--- src/hw/rtl/bsfh_pkg.sv ---
`timescale 1ns / 1ps
package bsfh_pkg;

	// frame store geometry
	localparam int MAX_WIDTH  = 1024;
	localparam int MAX_HEIGHT = 512;
	localparam int PIXEL_BITS = 24;
	localparam int DEPTH      = MAX_WIDTH * MAX_HEIGHT;
	localparam int ADDR_W     = $clog2(DEPTH);

	// raster and size widths
	localparam int COL_W = $clog2(MAX_WIDTH);
	localparam int ROW_W = $clog2(MAX_HEIGHT);
	localparam int WW    = $clog2(MAX_WIDTH + 1);
	localparam int HW    = $clog2(MAX_HEIGHT + 1);

	// configuration port, fixed by the register list
	localparam int CFG_IDX_W  = 2;
	localparam int CFG_DATA_W = 11;
	localparam int FW_W       = 11;
	localparam int FH_W       = 10;
	localparam int BS_W       = 11;

	// cursor sums must hold a coordinate plus a full block side
	localparam int SUM_W = ((COL_W > BS_W) ? COL_W : BS_W) + 1;

	localparam logic [CFG_IDX_W-1:0] REG_FRAME_WIDTH  = 2'd0;
	localparam logic [CFG_IDX_W-1:0] REG_FRAME_HEIGHT = 2'd1;
	localparam logic [CFG_IDX_W-1:0] REG_BLOCK_SIZE   = 2'd2;

	localparam logic [FW_W-1:0] RST_FRAME_WIDTH  = 11'd640;
	localparam logic [FH_W-1:0] RST_FRAME_HEIGHT = 10'd480;
	localparam logic [BS_W-1:0] RST_BLOCK_SIZE   = 11'd32;
	localparam logic [BS_W-1:0] DEFAULT_BLOCK    = 11'd32;

	// effective frame geometry after clamping
	typedef struct packed {
		logic [WW-1:0]   w;
		logic [HW-1:0]   h;
		logic [BS_W-1:0] bs;
	} geom_t;

	// per-word decision for the current raster position
	typedef struct packed {
		logic [ADDR_W-1:0] addr;
		logic              in_win;
		logic              last;
	} pos_t;

endpackage

--- src/hw/rtl/bsfh_cfg.sv ---
`timescale 1ns / 1ps
module bsfh_cfg import bsfh_pkg::*; (
	input  logic                  clk,
	input  logic                  arst_n,
	input  logic                  cfg_valid,
	input  logic [CFG_IDX_W-1:0]  cfg_index,
	input  logic [CFG_DATA_W-1:0] cfg_data,
	output geom_t                 geom
);

	logic [FW_W-1:0] frame_width_q;
	logic [FH_W-1:0] frame_height_q;
	logic [BS_W-1:0] block_size_q;

	// capture register writes; unknown indexes are dropped
	always_ff @(posedge clk or negedge arst_n) begin
		if (!arst_n) begin
			frame_width_q  <= RST_FRAME_WIDTH;
			frame_height_q <= RST_FRAME_HEIGHT;
			block_size_q   <= RST_BLOCK_SIZE;
		end else if (cfg_valid) begin
			case (cfg_index)
				REG_FRAME_WIDTH:  frame_width_q  <= cfg_data[FW_W-1:0];
				REG_FRAME_HEIGHT: frame_height_q <= cfg_data[FH_W-1:0];
				REG_BLOCK_SIZE:   block_size_q   <= cfg_data[BS_W-1:0];
				default: ;
			endcase
		end
	end

	// clamp sizes into the store and map a zero block to the default
	always_comb begin
		if (frame_width_q == '0) begin
			geom.w = WW'(1);
		end else if (32'(frame_width_q) > 32'(MAX_WIDTH)) begin
			geom.w = WW'(MAX_WIDTH);
		end else begin
			geom.w = WW'(frame_width_q);
		end
		if (frame_height_q == '0) begin
			geom.h = HW'(1);
		end else if (32'(frame_height_q) > 32'(MAX_HEIGHT)) begin
			geom.h = HW'(MAX_HEIGHT);
		end else begin
			geom.h = HW'(frame_height_q);
		end
		geom.bs = (block_size_q == '0) ? DEFAULT_BLOCK : block_size_q;
	end

endmodule

--- config.mk ---
export PLATFORM = sky130hd
export DESIGN_NAME = bsfh_cfg
export DESIGN_NICKNAME = d
export VERILOG_FILES = /design/src/hw/rtl/bsfh_pkg.sv /design/src/hw/rtl/bsfh_cfg.sv
export SDC_FILE = /design/constraint.sdc
export NUM_CORES = 1
export LEC_CHECK = 0
export ABC_AREA = 1
export BUFFER_PORTS_ARGS = -buffer_cell sky130_fd_sc_hd__buf_2
export CORE_UTILIZATION = 51
export DETAILED_ROUTE_END_ITERATION = 6
export HOLD_SLACK_MARGIN = 0.02
export PLACE_DENSITY = 0.79
export SYNTH_ARGS = -nofsm -noshare
export SYNTH_HDL_FRONTEND = slang
export SYNTH_SLANG_ARGS = --single-unit
--- constraint.sdc ---
create_clock -name clk -period 1.5 [get_ports clk]
set_input_delay 0.225 -clock clk [delete_from_list [all_inputs] [get_ports clk]]
set_output_delay 0.225 -clock clk [all_outputs]
set_load 0.05 [all_outputs]
[Word level (Yosys, flattened, before mapping)]
Index checks and enable logic that the tools add are counted.
Word-level totals
  register bits: 32
  input bits: 16
  output and inout port bits: 32
  logic and storage cells: 19
Operators by class
  magnitude comparators: 2
  equal/unequal tests: 2
  muxes and demuxes: 5
  reductions and logical operators: 7
Operator list (number)
  two-way mux 11 bit: 3
  logical NOT 11 bit: 2
  two-way mux 10 bit: 2
  greater-than comparator 11 bit (second input constant): 1
  greater-than comparator 10 bit (second input constant): 1
  logical NOT 10 bit: 1
  AND reduction 2 bit: 3
  equality test 2 x 1 -> 1 bit (second input constant): 1
  equality test 2 bit (second input constant): 1
  logical NOT 2 bit: 1

[Depth between registers and ports, before layout]
  depth in word-level cells: 3
  mapped depth: 7
  mapped depth without buffers: 7

[Worst setup path before layout]
No wires, ideal clock.
  path kind: reg-to-output
  start: register frame_height_q[1]
  end: output port geom[12] (netlist bit)
  data arrival time: 1.430 ns
  data required time: 1.275 ns
  setup slack: -0.155 ns
  cell stages (with the launch flop): 6
  buffers on the path: 0
  path through: dfrtp_1 -> nor2_1 -> nand3_1 -> nor2_2 -> nor2_4 -> nor2_1
RTL lines
  from (decl): line bsfh_cfg.sv:12  | logic [FH_W-1:0] frame_height_q;
  from (signal assigned): line bsfh_cfg.sv:24  | REG_FRAME_HEIGHT: frame_height_q <= cfg_data[FH_W-1:0];
  to (decl): line bsfh_cfg.sv:8  | output geom_t geom

==> flow_metrics.tcl <==
set metrics [dict create \
    ir_drop_v 0.000948 \
    grt-ovfl-total 0 \
    period_needed_ns 1.77 \
    grt_pass1_vias 1312 \
    min_from "cfg_data[10]" \
    grt_pass1_wl_um 6070 \
    worstSetupPathType "flip-flop to output port" \
    setup_viol 17 \
    max_slew_margin 0.546 \
    synth_top_area_frac 0.371 \
    synth_common_cells "nand2_1 (47), inv_1 (36), nor2_1 (26), dfrtp_1 (25), o21ai_1 (22)" \
    yosysTopAreaCell "dfrtp_1" \
    die_y_um 59.5 \
    wl_per_cell_um 12.3 \
    seq_area_frac_synth 0.481 \
    synth_fp_nets 233 \
    status "finished with violations" \
    diodes 0 \
    cts.sinks 32 \
    dr_total_vias 1500 \
    antenna_left 0 \
    clkSlewWorstSetupHoldPaths_ns 0.11 \
    violations "negative setup slack" \
    power_frac_seq 0.357 \
    cts_made_buffers 5 \
    numPortBuffers 47 \
    min_delay_worst_endpoint "frame_width_q[10]" \
    avgSynthCellArea_um2 7.76 \
    syn_inst 217 \
    avgViaCountPerCell 4.75 \
    area_growth_pct 35.4 \
    finalCritPeriodShare 1.18 \
    p_leak_nw 1.18 \
    drc_errors 0 \
    dr.pass1.iters 4 \
    p_comb_frac 0.442 \
    die_w_um 59.5 \
    ios 48 \
    fillCellCount 256 \
    drv_slew 0 \
    holdWs_ns 0.164 \
    grt_max_degree 33 \
    p_per_area_nw_per_um2 1420 \
    dp.cells 290 \
    post-synth-top-count-cell "nand2_1" \
    tightest_slew_ns 0.680 \
    startpoint_type "flip-flop" \
    ys_seq_elements 32 \
    synth_edf_count 0 \
    htreeDepth 2 \
    dp_hpwl_um 2400 \
    gp_congestion 0.842 \
    maxCapViolations 0 \
    grt.total_usage 0.246 \
    synth_area_um2 1680 \
    die_area_um2 3540 \
    setup_ws_ns -0.269 \
    ff2ff_setup_slack_ns 0.58 \
    synth_flop_cell "dfrtp_1" \
    critPathArrivalTime_ns 1.54 \
    clock-root-buffer "clkbuf_4" \
    fmax_mhz 565 \
    crit_path_end_kind "output port" \
    r2r-start "block_size_q[6]" \
    final-hold-violation-count 0 \
    rsz0062_at_grt "true" \
    crit_fanout 7 \
    finalWirelength_um 3890 \
    fin_skew_ns 0 \
    hold_class "primary input to flip-flop" \
    drtIter0Drc 25 \
    r2r_cells 4 \
    critPathRequiredTime_ns 1.27 \
    r2r-end "block_size_q[6]" \
    clock_path_buffers 2 \
    whs_path_depth 3 \
    swShare 0.425 \
    yosys.cell_types.count 18 \
    num_rows 20 \
    layout.nets 287 \
    clock_latency_ns 0.33 \
    synth.area.top_cells "dfrtp_1 (37%), dfstp_2 (11%), nand2_1 (10%), inv_1 (8.0%), o21ai_1 (6.5%)" \
    yosys_warnings 0 \
    post-route-util 0.735 \
    internal_power_w 0.00186 \
    pwr-share-clk 0.201 \
    cts_tree "yes" \
    antenna_found_initial 0 \
    drive_gt1_frac 0.456 \
    start_util 0.543 \
    core-area_um2 3100 \
    ys_async_sr_fraction 1.00 \
    final_cells 316 \
    switchingPower_w 0.00138 \
]
-- kinds of logic (layout without fill, tap and decap cells) --
family	count (synthesis)	after routing	share of synthesized area
flops	32	32	0.481
buf+inv	55	110	0.138
simple gates	96	96	0.260
compound gates	34	34	0.121
-- how the worst max path moves through the flow --
| stage | start | end | slack (ns) |
|---|---|---|---|
| finish | frame_height_q[7] | geom[17] | -0.27 |
| global route | frame_height_q[7] | geom[12] | -0.36 |
| CTS | frame_width_q[7] | geom[23] | -0.25 |
| detailed placement | frame_width_q[9] | geom[23] | 0.09 |
| global placement | frame_width_q[9] | geom[28] | 0.10 |
| floorplan | frame_height_q[1] | geom[12] | -0.15 |
-- sequential cells by signal, summed over array words and instances, names as in the netlist --
name	flops
block_size_q	11
frame_width_q	11
frame_height_q	10
-- cells in the final DEF (no fill, tap or decap), types with 4 or more instances in the layout --
cell and count:
dfstp_2 7, buf_2 28, dfrtp_1 24, nor2_4 5, inv_1 34, nor2_1 16
nand3_2 4, buf_4 17, o21ai_1 23, nor2_2 19, nand2_1 47, o21ai_2 9
buf_6 19, clkbuf_4 5
-- worst max-delay path: stages (launching register included) --
cell     delay, ns
dfstp_2       0.58
nor2_2        0.05
nand3_2       0.10
nor2_4        0.05
nor2_4        0.18
nor2_1        0.08
buf_6         0.16
-- power by group through the flow --
| stage | combinational, W | clock (W) | sequential (W) |
|---|---|---|---|
| final | 0.00143 | 0.000652 | 0.00116 |
| after detailed placement | 0.00112 | 0 | 0.00117 |
| after floorplan | 0.000941 | 0 | 0.00113 |
| after CTS | 0.00134 | 0.000665 | 0.00114 |
| after global placement | 0.00111 | 0 | 0.00117 |
| after global routing | 0.00154 | 0.000721 | 0.00118 |
-- layer usage --
layer	GRT usage	share of wire	routed length, µm
met5	0	0	0
met1	0.328	0.42	1640
met4	0.0816	0.012	46
met2	0.387	0.52	2020
met3	0.0677	0.047	183
-- through the flow --
stage | power (W) | setup slack [ns] | instance area [µm²] | TNS, ns
detailed placement | 0.00229 | 0.0853 | 1880 | 0
floorplan | 0.00207 | -0.155 | 1680 | -1.08
finish | 0.00324 | -0.269 | 2280 | -3.91
CTS | 0.00315 | -0.249 | 2180 | -3.69
global placement | 0.00227 | 0.104 | 1880 | 0
global route | 0.00344 | -0.363 | 2280 | -5.57
-- timing repair --
item,CTS,global route
buffers inserted,13,4
endpoints found under the setup margin,19,19
hold buffers,1,0
pin swaps,5,6
resized for setup,38,21
hold endpoints to repair,25,0
-- layout make-up --
| cell class | count | area (µm²) | share of cell area |
|---|---|---|---|
| flip-flops and latches | 32 | 811 | 0.355 |
| multi-input cells | 130 | 704 | 0.309 |
| repair buffers | 65 | 492 | 0.216 |
| inverters | 37 | 139 | 0.0609 |
| well taps | 44 | 55.1 | 0.0241 |
| clock inverters | 3 | 42.5 | 0.0187 |
| clock buffers | 5 | 37.5 | 0.0165 |
Note: power is estimated with default switching activity, not from simulation.
