===== src/hw/rtl/bsfh_pkg.sv =====
`timescale 1ns / 1ps
package bsfh_pkg;

	// frame store geometry
	localparam int MAX_WIDTH  = 1024;
	localparam int MAX_HEIGHT = 512;
	localparam int PIXEL_BITS = 24;
	localparam int DEPTH      = MAX_WIDTH * MAX_HEIGHT;
	localparam int ADDR_W     = $clog2(DEPTH);

	// raster and size widths
	localparam int COL_W = $clog2(MAX_WIDTH);
	localparam int ROW_W = $clog2(MAX_HEIGHT);
	localparam int WW    = $clog2(MAX_WIDTH + 1);
	localparam int HW    = $clog2(MAX_HEIGHT + 1);

	// configuration port, fixed by the register list
	localparam int CFG_IDX_W  = 2;
	localparam int CFG_DATA_W = 11;
	localparam int FW_W       = 11;
	localparam int FH_W       = 10;
	localparam int BS_W       = 11;

	// cursor sums must hold a coordinate plus a full block side
	localparam int SUM_W = ((COL_W > BS_W) ? COL_W : BS_W) + 1;

	localparam logic [CFG_IDX_W-1:0] REG_FRAME_WIDTH  = 2'd0;
	localparam logic [CFG_IDX_W-1:0] REG_FRAME_HEIGHT = 2'd1;
	localparam logic [CFG_IDX_W-1:0] REG_BLOCK_SIZE   = 2'd2;

	localparam logic [FW_W-1:0] RST_FRAME_WIDTH  = 11'd640;
	localparam logic [FH_W-1:0] RST_FRAME_HEIGHT = 10'd480;
	localparam logic [BS_W-1:0] RST_BLOCK_SIZE   = 11'd32;
	localparam logic [BS_W-1:0] DEFAULT_BLOCK    = 11'd32;

	// effective frame geometry after clamping
	typedef struct packed {
		logic [WW-1:0]   w;
		logic [HW-1:0]   h;
		logic [BS_W-1:0] bs;
	} geom_t;

	// per-word decision for the current raster position
	typedef struct packed {
		logic [ADDR_W-1:0] addr;
		logic              in_win;
		logic              last;
	} pos_t;

endpackage


===== src/hw/rtl/bsfh_cursor.sv =====
`timescale 1ns / 1ps
module bsfh_cursor import bsfh_pkg::*; (
	input  logic  clk,
	input  logic  arst_n,
	input  geom_t geom,
	input  logic  advance,
	input  logic  frame_start,
	output pos_t  pos
);

	logic [COL_W-1:0] raster_col_q;
	logic [ROW_W-1:0] raster_row_q;
	logic [COL_W-1:0] cursor_col_q;
	logic [ROW_W-1:0] cursor_row_q;

	logic [WW-1:0]    c0;
	logic [HW-1:0]    r0;
	logic [COL_W-1:0] c;
	logic [ROW_W-1:0] r;
	logic [WW-1:0]    col_inc;
	logic [HW-1:0]    row_inc;
	logic [SUM_W-1:0] cur_col_end;
	logic [SUM_W-1:0] cur_row_end;
	logic [COL_W-1:0] raster_col_d;
	logic [ROW_W-1:0] raster_row_d;
	logic [COL_W-1:0] cursor_col_d;
	logic [ROW_W-1:0] cursor_row_d;

	// resolve the position of this word, wrapping past a shrunken frame
	always_comb begin
		c0 = frame_start ? '0 : WW'(raster_col_q);
		r0 = frame_start ? '0 : HW'(raster_row_q);
		if (c0 >= geom.w) begin
			c0 = '0;
			r0 = r0 + HW'(1);
		end
		if (r0 >= geom.h) begin
			r0 = '0;
		end
		c = c0[COL_W-1:0];
		r = r0[ROW_W-1:0];
	end

	// window test, frame end and store address
	always_comb begin
		cur_col_end = SUM_W'(cursor_col_q) + SUM_W'(geom.bs);
		cur_row_end = SUM_W'(cursor_row_q) + SUM_W'(geom.bs);
		pos.in_win  = (c >= cursor_col_q) && (SUM_W'(c) < cur_col_end) &&
		              (r >= cursor_row_q) && (SUM_W'(r) < cur_row_end);
		pos.last    = (WW'(c) == geom.w - WW'(1)) && (HW'(r) == geom.h - HW'(1));
		pos.addr    = ADDR_W'(r) * ADDR_W'(MAX_WIDTH) + ADDR_W'(c);
	end

	// advance raster and, at frame end, the block cursor
	always_comb begin
		col_inc      = WW'(c) + WW'(1);
		row_inc      = HW'(r) + HW'(1);
		raster_col_d = col_inc[COL_W-1:0];
		raster_row_d = r;
		if (col_inc >= geom.w) begin
			raster_col_d = '0;
			raster_row_d = (row_inc >= geom.h) ? '0 : row_inc[ROW_W-1:0];
		end
		cursor_col_d = cursor_col_q;
		cursor_row_d = cursor_row_q;
		if (pos.last) begin
			if (cur_col_end >= SUM_W'(geom.w)) begin
				cursor_col_d = '0;
				cursor_row_d = (cur_row_end >= SUM_W'(geom.h)) ? '0
				             : cur_row_end[ROW_W-1:0];
			end else begin
				cursor_col_d = cur_col_end[COL_W-1:0];
			end
		end
	end

	always_ff @(posedge clk or negedge arst_n) begin
		if (!arst_n) begin
			raster_col_q <= '0;
			raster_row_q <= '0;
			cursor_col_q <= '0;
			cursor_row_q <= '0;
		end else if (advance) begin
			raster_col_q <= raster_col_d;
			raster_row_q <= raster_row_d;
			cursor_col_q <= cursor_col_d;
			cursor_row_q <= cursor_row_d;
		end
	end

endmodule


===== config.mk =====
export PLATFORM = sky130hd
export DESIGN_NAME = bsfh_cursor
export DESIGN_NICKNAME = d
export VERILOG_FILES = /design/src/hw/rtl/bsfh_pkg.sv /design/src/hw/rtl/bsfh_cursor.sv
export SDC_FILE = /design/constraint.sdc
export NUM_CORES = 1
export LEC_CHECK = 0
export BUFFER_PORTS_ARGS = -buffer_cell sky130_fd_sc_hd__buf_2
export CORE_ASPECT_RATIO = 0.9
export CORE_MARGIN = 2
export CORE_UTILIZATION = 55
export CTS_CLUSTER_DIAMETER = 40
export DETAILED_ROUTE_END_ITERATION = 6
export GPL_TIMING_DRIVEN = 1
export PLACE_DENSITY = 0.75
export SYNTH_ARGS = -nofsm -noshare
export SYNTH_HDL_FRONTEND = slang
export SYNTH_SLANG_ARGS = --single-unit

===== constraint.sdc =====
create_clock -name clk -period 7.3 [get_ports clk]
set_input_delay 0.73 -clock clk [delete_from_list [all_inputs] [get_ports clk]]
set_output_delay 0.73 -clock clk [all_outputs]
set_load 0.01 [all_outputs]

Word level (Yosys, flattened, before mapping):

Index checks and enable logic that the tools add are counted.

* $add $sub $neg: 8
* order comparisons: 10
* eq/ne operators: 2
* mux-type cells: 10
* reduce and logical (&&, ||, !) cells: 6

Operator list (count)
* $mux W10: 5
* $mux W9: 5
* $ge A10 B10 Y1: 3
* $add A9 B1 Y10 const B: 2
* $add A19 B10 Y19: 1
* $add A10 B11 Y12: 1
* $add A9 B11 Y12: 1
* $ge A12 B10 Y1: 1
* $ge A12 B11 Y1: 1
* $lt A10 B12 Y1: 1
* $lt A9 B12 Y1: 1
* $add A10 B1 Y11 const B: 1
* $eq A10 B11 Y1: 1
* $ge A10 B11 Y1: 1
* $ge A11 B11 Y1: 1
* $sub A11 B1 Y11 const B: 1
* $eq A9 B10 Y1: 1
* $sub A10 B1 Y10 const B: 1
* $ge A9 B9 Y1: 1
* $logic_and A1 B1 Y1: 4
* $reduce_and A3 Y1: 1
* $reduce_and A2 Y1: 1

* flip-flop bits (word level): 38
* input port bits: 36
* logic and storage cells: 40

Longest topological paths before layout:

* depth in word-level cells: 9
* gate-level depth with buffers: 30
* depth with buffers taken out: 29

Least setup slack after synthesis:

No wires, ideal clock.

* path type: input-to-output
* start point: in frame_start
* end point: out pos[1] (netlist name)
* arrival time: 5.967 ns
* path slack: 0.603 ns
* cell stages on the path: 29
* cells stage by stage: clkbuf_1 > clkbuf_1 > nor2_1 > ha_1 > a21o_1 > a22o_1 > a31oi_2 > nand2_1 > clkbuf_1 > xnor2_1 > ha_1 > nand2b_1 > a211oi_1 > o21ai_0 > o221a_2 > clkbuf_1 > nor2_1 > inv_1 > ha_1 > nand2b_1 > a21o_1 > a21o_1 > a21o_1 > a21oi_1 > nor2b_1 > o21ai_0 > a21oi_1 > o22ai_1 > a211oi_1

RTL lines
* start, declared: line bsfh_cursor.sv:7 `input logic frame_start,`
* end, declared: line bsfh_cursor.sv:8 `output pos_t pos`

==> results.py <==
metrics = {
    "die": {
        "die_w_um": 115.1,
        "pin_count": 57,
        "core_um2": 10810,
        "fp.dieH_um": 104.0,
        "start_util": 0.5650,
        "dieArea_um2": 11970,
        "rows": 36,
    },
    "timing": {
        "worstMarginPinSlew_ps": 1115,
        "fin_ws_ps": 460.8,
        "setup_viol": 0,
        "fin_worst_skew_ps": 7.798,
        "drv_slew": 0,
        "grt_setup_unrepaired": "false",
        "tns_ps": 0,
        "fmax_ghz": 0.1462,
        "hold_violations": 0,
        "fin_crit_sh": 0.9369,
        "min_period_ps": 6839,
        "slew_headroom": 0.2537,
    },
    "route": {
        "drc": 0,
        "drt-vias-per-instance": 6.177,
        "firstDrtPassIters": 5,
        "post_drt_wl_per_cell_um": 18.79,
        "drtIter0Drc": 469,
        "wirelength_mm": 18.11,
        "ant_nets": 0,
        "num_vias": 5955,
    },
    "logic_synthesis": {
        "synth_edf_count": 0,
        "synth_flop_cell": "dfrtp_1",
        "synth.avg_cell_area_um2": 7.892,
        "synth_largest_area_cell": "ha_1",
        "yosysTopAreaCellShare": 0.2499,
        "yosys_warnings": 0,
        "synthesis.area_um2": 6108,
        "syn_inst": 774,
        "ys_ff_latch": 38,
        "synth_nets": 934,
        "synth-async-reset-ratio": 1.000,
        "ys_types": 68,
        "synthTopCellsByArea": "ha_1, dfrtp_1, xnor2_1",
        "synth-seq-area-share": 0.1557,
    },
    "global_routing": {
        "grt_overflow": 0,
        "grt_max_degree": 41,
        "grt_pass1_vias": 5652,
        "grt_pass1_wl_mm": 29.01,
        "grtUsageTotal": 0.3042,
        "antenna_found_initial": 0,
    },
    "cells_and_area": {
        "final_layout_size_suffix_gt1_frac": 0.1179,
        "syn_to_final_growth_pct": 9.914,
        "instances_no_fill": 964,
        "final_cell_mix": "ha_1, inv_1, nor2_1",
        "n_fill_cell": 968,
        "layout_commonest_cell": "ha_1",
        "diodes": 0,
        "multiInputGateArea_um2": 4738,
        "seqCellArea_um2": 950.9,
        "final_nets": 990,
        "final_area_um2": 6714,
    },
    "placed_design": {
        "dpl_worst_slack_ps": 251.4,
        "dp_cells": 956,
        "port-buffer-count": 56,
        "hpwl_mm": 14.97,
        "globalplace.congestion": 0.9539,
        "placed_cell_area_um2": 6548,
    },
    "hold_path": {
        "worst_hold_path_type": "reg2reg",
        "hp-start": "cursor_col_q[2]",
    },
    "cts": {
        "clock_sinks": 38,
        "cts_tree": "built",
        "clkTransAtPathRegs_ps": 60,
        "htreeDepth": 2,
        "clkLatencyLatePin_ps": 280,
        "cts_buffers": 5,
        "cts-root-buf": "clkbuf_16",
        "clk_path_buf_depth": 2,
    },
    "outcome": {
        "status": "complete, no violations",
    },
    "flow_run": {
        "drv_cap": 0,
    },
    "setup_path": {
        "cp_slowest_cell": "a211oi_1",
        "cp_slowest_stage_delay_ps": 350,
        "critPathLaunch": "frame_start",
        "crit_path_end_kind": "output port",
        "worst_ep_required_time_ps": 6570,
        "r2r_start": "raster_col_q[8]",
        "crit_type": "in2out",
        "worst_ep_arrival_time_ps": 6110,
        "setup.worst_path.start_class": "primary input",
        "critPathMaxFanout": 24,
    },
    "pwr": {
        "leakage_nw": 3.432,
        "ir_drop_uv": 84.63,
        "p_per_area_nw_per_um2": 112.3,
    },
}
[through the flow]
step	hold slack [ps]	utilization	total power, mW
5_1_grt	549.9	0.6211	0.8037
3_5_place_dp	516.9	0.6057	0.5309
4_1_cts	530.3	0.6193	0.7544
3_3_place_gp	505.2	0.6057	0.5241
2_1_floorplan	434.4	-	0.4344
6_report	530.6	0.6211	0.7540
[what timing repair did]
action	CTS	global route
hold buffers	0	0
setup endpoints to repair	0	2
gates resized for setup	0	4
buffers inserted	0	0
[sequential cells by signal, indices dropped and copies added, names as in the netlist]
name	cells
cursor_col_q	10
cursor_row_q	9
raster_col_q	10
raster_row_q	9
[where the power goes]
group / switching (mW) / internal (mW) / leakage (nW)
Clock: 0.0846 / 0.136 / 0.0739
Combinational: 0.187 / 0.118 / 2.90
Sequential: 0.00928 / 0.219 / 0.463
Total: 0.281 / 0.473 / 3.43
[cell usage after synthesis (12+ instances only)]
cell,count
nor3_1,25
clkbuf_1,12
nor2_1,69
inv_1,88
mux2i_1,16
xnor2_1,38
dfrtp_1,38
a21o_1,23
nand2_1,42
nand3_1,25
o21ai_0,44
a21oi_1,53
ha_1,122
nor2b_1,14
[path summary, 6_finish.rpt]
path / endpoint / slack (ps) / depth (start not counted)
max in group asynchronous: cursor_col_q[7] / 6080 / 1
min: cursor_col_q[2] / 530 / 1
min reg2reg: cursor_col_q[2] / 530 / 1
max: pos[1] / 460 / 30
max reg2reg: cursor_col_q[5] / 1050 / 23
min in group asynchronous: raster_col_q[7] / 620 / 1
[cell families after synthesis]
group,Yosys count,synth area share
simple gates,228,0.1893
compound gates,199,0.2110
flops,38,0.1557
xor+xnor,48,0.06882
buf+inv,110,0.07231
mux,27,0.04650
fa+ha+maj,124,0.2565
[critical path, delay by kind of cell]
family                   cells  cell delay, ps
AO/OA/AOI/OAI               13            2340
AND/OR/NAND/NOR              8            1170
XOR/XNOR                     1             150
buffers and inverters        5             850
adder cells (fa/ha/maj)      3             860
[area by class of cell]
class                      count  share of cell area
timing repair buffer          67             0.05442
tap                          133             0.02479
clock buffer                   7             0.02124
sequential                    38              0.1416
inverter                      92             0.05143
clock inverter                 1           0.0007454
multi-input combinational    626              0.7057
[metal layers]
layer	wire, um	GRT usage	share of wire	vias to the layer above
li1	-	-	-	2892
met1	8609	0.4475	0.48	2823
met2	8024	0.4731	0.44	220
met3	1215	0.04662	0.067	20
met4	263	0.05766	0.015	0
met5	0	0	0	-
Power figures use the tool's default switching activity.
